## src/sv/crrm_pkg.sv

```systemverilog
// Shared constants, payload types and queue types for the chained range remapper.
package crrm_pkg;

    localparam int STAGES            = 7;
    localparam int WINDOWS_PER_STAGE = 32;
    localparam int STAGE_W           = (STAGES > 1) ? $clog2(STAGES) : 1;
    localparam int SLOT_W            = (WINDOWS_PER_STAGE > 1) ? $clog2(WINDOWS_PER_STAGE) : 1;
    localparam int DATA_W            = 64;
    localparam int QUEUE_DEPTH       = 4;
    localparam int QPTR_W            = $clog2(QUEUE_DEPTH);

    localparam logic [1:0] OP_CLEAR = 2'd0;
    localparam logic [1:0] OP_WRITE = 2'd1;
    localparam logic [1:0] OP_XLATE = 2'd2;

    localparam logic [DATA_W-1:0] MIN_INIT = '1;

    typedef logic [STAGE_W-1:0] t_stage_idx;
    typedef logic [SLOT_W-1:0]  t_slot_idx;
    typedef logic [QPTR_W-1:0]  t_qptr;
    typedef logic [QPTR_W:0]    t_qcount;

    localparam t_stage_idx LAST_STAGE = t_stage_idx'(STAGES - 1);

    typedef struct packed {
        logic [1:0]        operation;
        logic [2:0]        stage;
        logic [4:0]        slot;
        logic [DATA_W-1:0] dest_start;
        logic [DATA_W-1:0] src_start;
        logic [DATA_W-1:0] span_length;
        logic [DATA_W-1:0] value;
    } t_in_item;

    typedef struct packed {
        logic [DATA_W-1:0] location;
        logic [DATA_W-1:0] lowest_location;
    } t_out_item;

    typedef enum logic [1:0] {
        K_CLEAR = 2'd0,
        K_WRITE = 2'd1,
        K_XLATE = 2'd2
    } t_kind;

    // A queued command; the window offset is dest_start - src_start.
    typedef struct packed {
        t_kind             kind;
        t_stage_idx        stage;
        t_slot_idx         slot;
        logic [DATA_W-1:0] offset;
        logic [DATA_W-1:0] src;
        logic [DATA_W-1:0] len;
        logic [DATA_W-1:0] value;
    } t_cmd;

    typedef struct packed {
        logic [DATA_W-1:0] offset;
        logic [DATA_W-1:0] src;
        logic [DATA_W-1:0] len;
    } t_window;

    typedef struct packed {
        logic empty;
        logic full;
    } t_q_status;

endpackage

```

## src/sv/crrm_front.sv

```systemverilog
// Front end: classifies accepted items and holds them in a short command queue.
module crrm_front (
    input  logic                i_clk,
    input  logic                i_rst_n,
    input  logic                i_push,
    input  crrm_pkg::t_in_item  i_item,
    input  logic                i_pop,
    output crrm_pkg::t_cmd      o_head,
    output crrm_pkg::t_q_status o_status
);

    crrm_pkg::t_cmd    r_queue [crrm_pkg::QUEUE_DEPTH];
    crrm_pkg::t_qptr   r_wr_ptr, n_wr_ptr;
    crrm_pkg::t_qptr   r_rd_ptr, n_rd_ptr;
    crrm_pkg::t_qcount r_count, n_count;

    crrm_pkg::t_cmd w_cmd;
    logic           w_keep;
    logic           w_push;
    logic           w_empty;
    logic           w_full;

    always_comb begin
        w_cmd.stage  = crrm_pkg::t_stage_idx'(i_item.stage);
        w_cmd.slot   = crrm_pkg::t_slot_idx'(i_item.slot);
        w_cmd.offset = i_item.dest_start - i_item.src_start;
        w_cmd.src    = i_item.src_start;
        w_cmd.len    = i_item.span_length;
        w_cmd.value  = i_item.value;
        w_cmd.kind   = crrm_pkg::K_CLEAR;
        w_keep       = 1'b0;
        unique case (i_item.operation)
            crrm_pkg::OP_CLEAR: begin
                w_cmd.kind = crrm_pkg::K_CLEAR;
                w_keep     = 1'b1;
            end
            crrm_pkg::OP_WRITE: begin
                // Writes aimed past the last stage or slot are dropped here.
                w_cmd.kind = crrm_pkg::K_WRITE;
                w_keep     = (int'(i_item.stage) < crrm_pkg::STAGES) &&
                             (int'(i_item.slot) < crrm_pkg::WINDOWS_PER_STAGE);
            end
            crrm_pkg::OP_XLATE: begin
                w_cmd.kind = crrm_pkg::K_XLATE;
                w_keep     = 1'b1;
            end
            default: begin
                w_keep = 1'b0;
            end
        endcase
    end

    assign w_empty = (r_count == '0);
    assign w_full  = (r_count == crrm_pkg::t_qcount'(crrm_pkg::QUEUE_DEPTH));
    assign w_push  = i_push && w_keep && !w_full;

    always_comb begin
        n_wr_ptr = r_wr_ptr;
        n_rd_ptr = r_rd_ptr;
        n_count  = r_count;
        if (w_push) begin
            n_wr_ptr = r_wr_ptr + 1'b1;
        end
        if (i_pop && !w_empty) begin
            n_rd_ptr = r_rd_ptr + 1'b1;
        end
        priority if (w_push && !(i_pop && !w_empty)) begin
            n_count = r_count + 1'b1;
        end else if (!w_push && i_pop && !w_empty) begin
            n_count = r_count - 1'b1;
        end else begin
            n_count = r_count;
        end
    end

    always_ff @(posedge i_clk) begin
        if (!i_rst_n) begin
            r_wr_ptr <= '0;
            r_rd_ptr <= '0;
            r_count  <= '0;
        end else begin
            r_wr_ptr <= n_wr_ptr;
            r_rd_ptr <= n_rd_ptr;
            r_count  <= n_count;
        end
    end

    always_ff @(posedge i_clk) begin
        if (w_push) begin
            r_queue[r_wr_ptr] <= w_cmd;
        end
    end

    assign o_head         = r_queue[r_rd_ptr];
    assign o_status.empty = w_empty;
    assign o_status.full  = w_full;

endmodule

```

## config.mk

```make
export PLATFORM = sky130hd
export DESIGN_NAME = crrm_front
export DESIGN_NICKNAME = d
export VERILOG_FILES = /design/src/sv/crrm_pkg.sv /design/src/sv/crrm_front.sv
export SDC_FILE = /design/constraint.sdc
export NUM_CORES = 1
export LEC_CHECK = 0
export ABC_AREA = 0
export ABC_CLOCK_PERIOD_IN_PS = 11200
export BUFFER_PORTS_ARGS = -buffer_cell sky130_fd_sc_hd__buf_4
export CORE_MARGIN = 4
export CORE_UTILIZATION = 36
export DETAILED_ROUTE_END_ITERATION = 10
export HOLD_SLACK_MARGIN = 0.05
export PLACE_DENSITY = 0.61
export SYNTH_ARGS = -nofsm -noshare
export SYNTH_HDL_FRONTEND = slang
export SYNTH_SLANG_ARGS = --single-unit
export TNS_END_PERCENT = 50
```

## constraint.sdc

```tcl
create_clock -name i_clk -period 11.2 [get_ports i_clk]
set_input_delay 1.12 -clock i_clk [delete_from_list [all_inputs] [get_ports i_clk]]
set_output_delay 1.12 -clock i_clk [all_outputs]
set_load 0.005 [all_outputs]
```

# Word-level counts from Yosys, hierarchy flattened
# Memories as Yosys holds them, arrays and structs flattened. A register that Yosys moved wholly into a read port is not among the register bits.
# Cells that the tools add are included.
# Widths: inputs -> output; s select.
# op_classes
eq_ne	3
bitwise_logic	0
multipliers	0
magnitude_cmp	1
add_sub_neg	5
div	0
n_shift	0
n_reduce_logical	14
n_mux	8
# ops
operator	n
$sub 64x64->64	1
$logic_and 1x1->1	6
$mux 3	2
$add 2x1->2 const B	2
$logic_not 1->1	4
$mux 2	2
$pmux 2 s2	1
$add 3x1->3 const B	1
$eq 3x3->1 const B	1
$logic_not 3->1	1
$lt 3x3->1 const B	1
$sub 3x1->3 const B	1
$eq 2x1->1 const B	1
$eq 2x2->1 const B	1
$logic_not 2->1	1
$mux 1	2
$pmux 1 s2	1
$reduce_bool 2->1	1
$reduce_or 2->1	1
# totals
mem_bits_ro	0
latchBits	0
wordCells	35
mem_bits_rw	1064
regBits	7
in_bits	270
out_inout_bits	268
mem_count	1
# memory_table
memory	depth	word_bits	rd	rd_clocked_by_memory_dff	wr	line_no	text
r_queue	4	266	1	1	1	crrm_front.sv:12	crrm_pkg::t_cmd r_queue [crrm_pkg::QUEUE_DEPTH];

# Logic depth before layout (Yosys ltp)
# Gate-level depths: netlist of the first run.
# logic_depth
word_depth	10
ltp_mapped	13
ltp_nobuf	13

# Least setup slack after synthesis of the first run
# Ideal clock, no wire load.
# synth_path
path_kind	input port to flip-flop
startpoint	in i_item[261] (netlist name)
endpoint	mem r_queue[0][0] (netlist name) (enable)
arrival_ps	7948
t_required_ps	10539
n_path_buf	0
cell_stages	3
path_slack_ps	2591
setup_ps	661
cell_sequence	a31o_2 > a211oi_2 > and2_1
# synth_via
elab_chain_len	6
# synth_lines
item	line_no	text
from (decl)	crrm_front.sv:6	input crrm_pkg::t_in_item i_item,
$lt 3x3->1	crrm_front.sv:40	w_keep = (int'(i_item.stage) < crrm_pkg::STAGES) &&
$pmux 1 s2	crrm_front.sv:32	unique case (i_item.operation)
$logic_and 1x1->1 (2 in series)	crrm_front.sv:55	assign w_push = i_push && w_keep && !w_full;
$mux 1	crrm_front.sv:89	if (w_push) begin
$mux 1 (not written as such)	crrm_front.sv:90	r_queue[r_wr_ptr] <= w_cmd;
to (decl)	crrm_front.sv:12	
# Every way passes these cells.

==> impl_metrics.env, run 1 <==
export IMPL_worst_hold_slack_ps=569
export IMPL_rsz0062_at_grt="no"
export IMPL_crit_path_start_kind="flop"
export IMPL_hp_class="reg2reg"
export IMPL_grt_overflow=0
export IMPL_drive_above_1_share_pct=37.0
export IMPL_fmax_ghz=0.185
export IMPL_critPathBufInv=3
export IMPL_dr_pass1_iters=7
export IMPL_gp_congestion=0.854
export IMPL_hpwlAfterDp_um=70300
export IMPL_drv_cap=0
export IMPL_crit_chain="buf_12, buf_4, mux4_2, buf_4"
export IMPL_wl_met3_um=8670
export IMPL_end_kind="primary output"
export IMPL_cp_slowest_stage_delay_ps=870
export IMPL_reg2reg_from="r_count[0]"
export IMPL_leakagePower_nw=17.9
export IMPL_syn_area_um2=42800
export IMPL_synth_top_cell_area_share_pct=74.7
export IMPL_nFillCells=10100
export IMPL_crit_family="buffers and inverters"
export IMPL_place_area_um2=48500
export IMPL_ys_seq_elements=1073
export IMPL_ff2ff_path_depth=5
export IMPL_setup_viol=0
export IMPL_min_period_over_period_pct=48.3
export IMPL_ir_drop_mv=0.166
export IMPL_hold_path_endpoint="r_wr_ptr[1]"
export IMPL_yosysWarnings=0
export IMPL_fin_area_um2=52400
export IMPL_ioPinCount=538
export IMPL_clockRootBuffer="clkbuf_16"
export IMPL_max_slew_margin_pct=18.1
export IMPL_ant_nets=0
export IMPL_pwr_density_cell_nw_per_um2=221
export IMPL_synth_most_common_cell="edfxtp_1"
export IMPL_maxSlewViolCount=0
export IMPL_routed_wirelength_um=105000
export IMPL_cts_tree="yes"
export IMPL_synthTopCellsByCount="edfxtp_1 (1,064), mux4_2 (266), a21oi_1 (94), inv_1 (87), ha_1 (67)"
export IMPL_path_class="reg2out"
export IMPL_cts_buffers=112
export IMPL_ys_seq_area_share_pct=75.1
export IMPL_hold_buffers=0
export IMPL_dp_cells=4088
export IMPL_ff_latch_area_um2=32100
export IMPL_timing_rr_end="r_queue[0][200]"
export IMPL_clkSinkCount=1073
export IMPL_tightest_slew_ps=1230
export IMPL_synthesis_nets=2424
export IMPL_synth_edf_count=1064
export IMPL_grt_usage_pct=16.6
export IMPL_ys_flop_type="edfxtp_1"
export IMPL_num_rows=126
export IMPL_die_w_um=353
export IMPL_core_area_um2=118000
export IMPL_start_util_pct=36.3
export IMPL_htreeDepth=3
export IMPL_cts_path_max_buffers=3
export IMPL_whs_path_depth=2
export IMPL_finalNetCount=3005
export IMPL_die_h_um=353
export IMPL_cts_post_setup_buffers_inserted=0
export IMPL_timing_critical_path_mode_cell="buf_4"
export IMPL_syn_inst=2085
export IMPL_antenna_found_initial=7
export IMPL_syn_area_per_cell_um2=20.5
export IMPL_skew_ps=22.3
export IMPL_drt_wirelength_per_cell_um=24.5
export IMPL_clock_latency_ps=710
export IMPL_crit_required_ps=10080
export IMPL_fin_tns_setup_ps=0
export IMPL_num_vias=22400
export IMPL_min_from="r_wr_ptr[1]"
export IMPL_grt_pass1_vias=23500
export IMPL_wl_met1_um=43100
export IMPL_post_cts_resized=0
export IMPL_syn_to_final_growth_pct=22.7
export IMPL_vias_per_cell=5.20
export IMPL_yosys_cell_types_count=61
export IMPL_final_min_clock_period_ps=5410
export IMPL_outcome="finished, final reports clean"
export IMPL_synth_area_leaders="edfxtp_1 (75%), mux4_2 (14%), ha_1 (2.0%), a21oi_1 (1.1%), xnor2_1 (0.84%)"
export IMPL_yosysTopAreaCell="edfxtp_1"
export IMPL_cp_arrival_ps=4290
export IMPL_path_max_fanout=97
export IMPL_rrSetupSlack_ps=6950
export IMPL_grt_max_degree=149
export IMPL_port_buffers=537
export IMPL_multiInputGateArea_um2=9910
export IMPL_drtIter0Drc=1806
export IMPL_clkTransAtPathRegs_ps=60
export IMPL_route_detailed_drc=0
export IMPL_fin_cells=4302
export IMPL_hold_viol_final=0
export IMPL_async_reset_ff_share_pct=0
export IMPL_grt_pass1_wl_um=156000
export IMPL_highest_layer="met5"
export IMPL_routed_wl_met2_um=51500
export IMPL_fp_dieArea_um2=124000
export IMPL_slowest_stage="buf_4"
per-stage QoR:
| stage | utilization [%] | power (mW) | worst slack (ps) |
|---|---|---|---|
| 2_1_floorplan | - | 6.55 | 2590 |
| 3_3_place_gp | 41.1 | 7.82 | 6060 |
| 3_5_place_dp | 41.1 | 7.87 | 5940 |
| 4_1_cts | 44.5 | 11.8 | 5580 |
| 5_1_grt | 44.5 | 12.1 | 5330 |
| 6_report | 44.5 | 11.6 | 5790 |
placed cells by master, fill, tap and decap left out, types with 8 or more instances in the layout:
cell type  instances
nand4_1           22
bufinv_16         20
clkbuf_1          13
a21oi_1           94
buf_4            558
a211oi_1           8
nand2_1           59
inv_1             87
o21ai_0           46
a21o_1            27
nand3_1           11
xnor2_1           41
ha_1              67
nor2_1            43
edfxtp_1        1064
o21bai_1          13
clkinv_2          20
xor2_1            27
mux4_2           266
nand2b_1          11
nor3_1            11
clkinv_1          23
nor2b_1            9
clkbuf_16        112
worst max path at each step:
stage,start,endpoint,cells past startpoint
2_1_floorplan,i_item[261],r_queue[0][0],3
3_3_place_gp,i_item[261],r_queue[0][142],6
3_5_place_dp,i_item[261],r_queue[0][141],6
4_1_cts,flop,o_head[219],4
5_1_grt,flop,o_head[219],4
6_report,flop,o_head[219],4
worst register-to-register path: stages (launching register included):
cell	delay (ps)
dfxtp_1	420
nor3b_1	120
a211oi_2	650
and2_4	940
buf_4	810
buf_4	870
cells by family (layout without fill, tap and decap cells):
group / Yosys count / after routing / synth area share (%)
other cells: 0 / 3 / 0
simple gates: 191 / 191 / 2.17
buf+inv: 180 / 858 / 1.72
xor+xnor: 68 / 68 / 1.39
mux: 268 / 268 / 14.1
flops: 1073 / 1073 / 75.1
fa+ha+maj: 69 / 69 / 2.05
compound gates: 236 / 236 / 3.48
layer usage:
metal | vias up | global-route usage [%]
met1 | 11700 | 22.0
met2 | 832 | 27.1
li1 | 9713 | -
met3 | 146 | 4.80
met4 | 6 | 3.85
met5 | - | 0
area by class of cell:
type	count	share of cell area (%)
repair buffers	560	8.06
diodes	3	0.0143
clock inverters	86	2.03
well taps	1536	3.66
multi-input cells	832	18.9
inverters	87	0.623
flip-flops and latches	1073	61.3
clock buffers	125	5.44
state kept, by name (all words and copies together), names as in the netlist, named ones only:
name      flops
r_rd_ptr      2
r_wr_ptr      2
r_queue    1064
r_count       3
where the power goes:
| group | internal (mW) | total (mW) | switching [mW] |
|---|---|---|---|
| sequential | 4.83 | 4.96 | 0.126 |
| combinational | 1.41 | 2.76 | 1.35 |
| clock | 2.32 | 3.89 | 1.58 |
| total | 8.56 | 11.6 | 3.05 |
No activity file was read; power rests on OpenSTA's default activity.
==> inputs of run 2 (changes only) <==
ABC_CLOCK_PERIOD_IN_PS = 4900   (was 11200)
PLACE_DENSITY = 0.63   (was 0.61)
clock period = 4.9 ns   (was 11.2 ns; I/O delays follow)
==> impl_metrics.env, run 2 (synthesis gave the netlist of run 1 again) <==
export IMPL_ioPinCount=538
export IMPL_cts_path_max_buffers=3
export IMPL_hp_class="in2reg"
export IMPL_num_vias=23400
export IMPL_path_max_fanout=5
export IMPL_fin_tns_setup_ps=0
export IMPL_cts_buffers=110
export IMPL_vias_per_cell=5.13
export IMPL_layout_common_cells="edfxtp_1 (1,064), buf_4 (586), mux4_2 (266)"
export IMPL_final_common_cell="edfxtp_1"
export IMPL_nFillCells=9909
export IMPL_timing_critical_path_from="i_item[128]"
export IMPL_clkTransAtPathRegs_ps=60
export IMPL_fp_dieArea_um2=124000
export IMPL_drv_cap=0
export IMPL_max_slew_margin_pct=31.4
export IMPL_worst_hold_slack_ps=142
export IMPL_drive_above_1_share_pct=35.4
export IMPL_maxSlewViolCount=0
export IMPL_hold_viol_final=0
export IMPL_cts_post_setup_buffers_inserted=0
export IMPL_outcome="finished, final reports clean"
export IMPL_syn_to_final_growth_pct=28.3
export IMPL_grt_usage_pct=17.1
export IMPL_finalNetCount=3251
export IMPL_post_cts_resized=0
export IMPL_antenna_found_initial=10
export IMPL_end_kind="flop"
export IMPL_port_buffers=537
export IMPL_largest_register_ffs=1064
export IMPL_min_period_over_period_pct=87.8
export IMPL_p_seq_share_pct=42.7
export IMPL_crit_family="compound AO/OA/AOI/OAI gates"
export IMPL_cp_slowest_stage_delay_ps=580
export IMPL_ff_latch_area_um2=32100
export IMPL_die_w_um=353
export IMPL_setup_viol=0
export IMPL_ir_drop_mv=0.301
export IMPL_crit_chain="dlygate4sd3_1, buf_4, ha_1, fa_1, and2b_1, o2111ai_2, a211oi_1, a211o_1, a2111oi_2, o31ai_2, buf_4, nand2_1, o41ai_1, a21oi_1, xnor2_1"
export IMPL_clkSinkCount=1073
export IMPL_tightest_slew_ps=1030
export IMPL_fmax_ghz=0.233
export IMPL_htreeDepth=3
export IMPL_critPathBufInv=3
export IMPL_dr_pass1_iters=5
export IMPL_final_core_util_pct=46.5
export IMPL_route_detailed_drc=0
export IMPL_grt_max_degree=75
export IMPL_routed_wirelength_um=108000
export IMPL_ant_nets=0
export IMPL_regMostFlops="r_queue"
export IMPL_rsz0062_at_grt="no"
export IMPL_clockRootBuffer="clkbuf_16"
export IMPL_internal_power_mw=19.4
export IMPL_hold_buffers=201
export IMPL_skew_ps=36.3
export IMPL_reg2reg_from="r_count[0]"
export IMPL_grt_overflow=0
export IMPL_num_rows=126
export IMPL_slowest_stage="a211oi_1"
export IMPL_combPwrFrac_pct=25.3
export IMPL_drt_wirelength_per_cell_um=23.7
export IMPL_hpwlAfterDp_um=73400
export IMPL_pwr_density_cell_nw_per_um2=481
export IMPL_multiInputGateArea_um2=9910
export IMPL_path_class="in2reg"
export IMPL_leakagePower_nw=19.0
export IMPL_die_h_um=353
export IMPL_final_min_clock_period_ps=4300
export IMPL_start_util_pct=36.3
export IMPL_cts_tree="yes"
export IMPL_core_area_um2=118000
export IMPL_p_sw_share_pct=26.4
export IMPL_drtIter0Drc=1746
export IMPL_p_switching_mw=6.97
export IMPL_gp_congestion=0.862
export IMPL_timing_critical_path_mode_cell="buf_4"
export IMPL_grt_pass1_wl_um=161000
export IMPL_power_share_clock_pct=32.0
export IMPL_crit_required_ps=5370
export IMPL_cp_arrival_ps=4770
export IMPL_top_regs="r_queue x1064, r_count x3"
export IMPL_min_from="i_item[265]"
export IMPL_crit_path_start_kind="input port"
export IMPL_clock_latency_ps=690
export IMPL_grt_pass1_vias=24800
## run 2: final timing paths
| path | slack, ps | end | depth (start not counted) |
|---|---|---|---|
| hold reg to reg | 580 | r_wr_ptr[1] | 2 |
| setup reg to reg | 1900 | r_queue[1][102] | 4 |
| hold / removal | 140 | r_queue[1][264] | 2 |
| setup / recovery | 600 | r_queue[2][254] | 15 |
## run 2: per-stage QoR
stage               instances  power (mW)  instance area [um^2]  setup WS (ps)
floorplan                2085        14.9                 42800           -131
detailed placement       4135        18.1                 49100            546
CTS                      4543        26.8                 54800            713
global route             4547        27.5                 54800            360
global placement         4135        18.0                 49100            638
finish                   4553        26.4                 54900            600
## run 2: layout make-up
| class | instances | area share (%) |
|---|---|---|
| diodes | 10 | 0.0456 |
| clock buffers | 126 | 5.13 |
| clock inverters | 81 | 1.64 |
| inverters | 87 | 0.595 |
| multi-input cells | 832 | 18.1 |
| flip-flops and latches | 1073 | 58.6 |
| well taps | 1536 | 3.50 |
| repair buffers | 808 | 12.5 |
## run 2: power by group through the flow
| stage | registers, mW | logic, mW | clock network (mW) |
|---|---|---|---|
| final | 11.3 | 6.67 | 8.45 |
| after global routing | 11.3 | 7.15 | 9.06 |
| after CTS | 11.3 | 6.82 | 8.66 |
| after detailed placement | 11.5 | 6.65 | 0 |
| after global placement | 11.4 | 6.59 | 0 |
| after floorplan | 11.4 | 3.44 | 0 |
## run 2: worst reg2reg max path, delay by kind of cell, from the launching register on
| family | cells | cell delay (ps) |
|---|---|---|
| compound gates | 1 | 620 |
| simple gates | 2 | 1040 |
| buf+inv | 1 | 530 |
| flops | 1 | 430 |
## run 2: per-layer routing
metal  track usage [%]  part of all wire (%)
met2              27.7                    48
met4              5.33                   2.8
met3              4.91                   8.2
met5                 0                 0.024
met1              22.3                    41
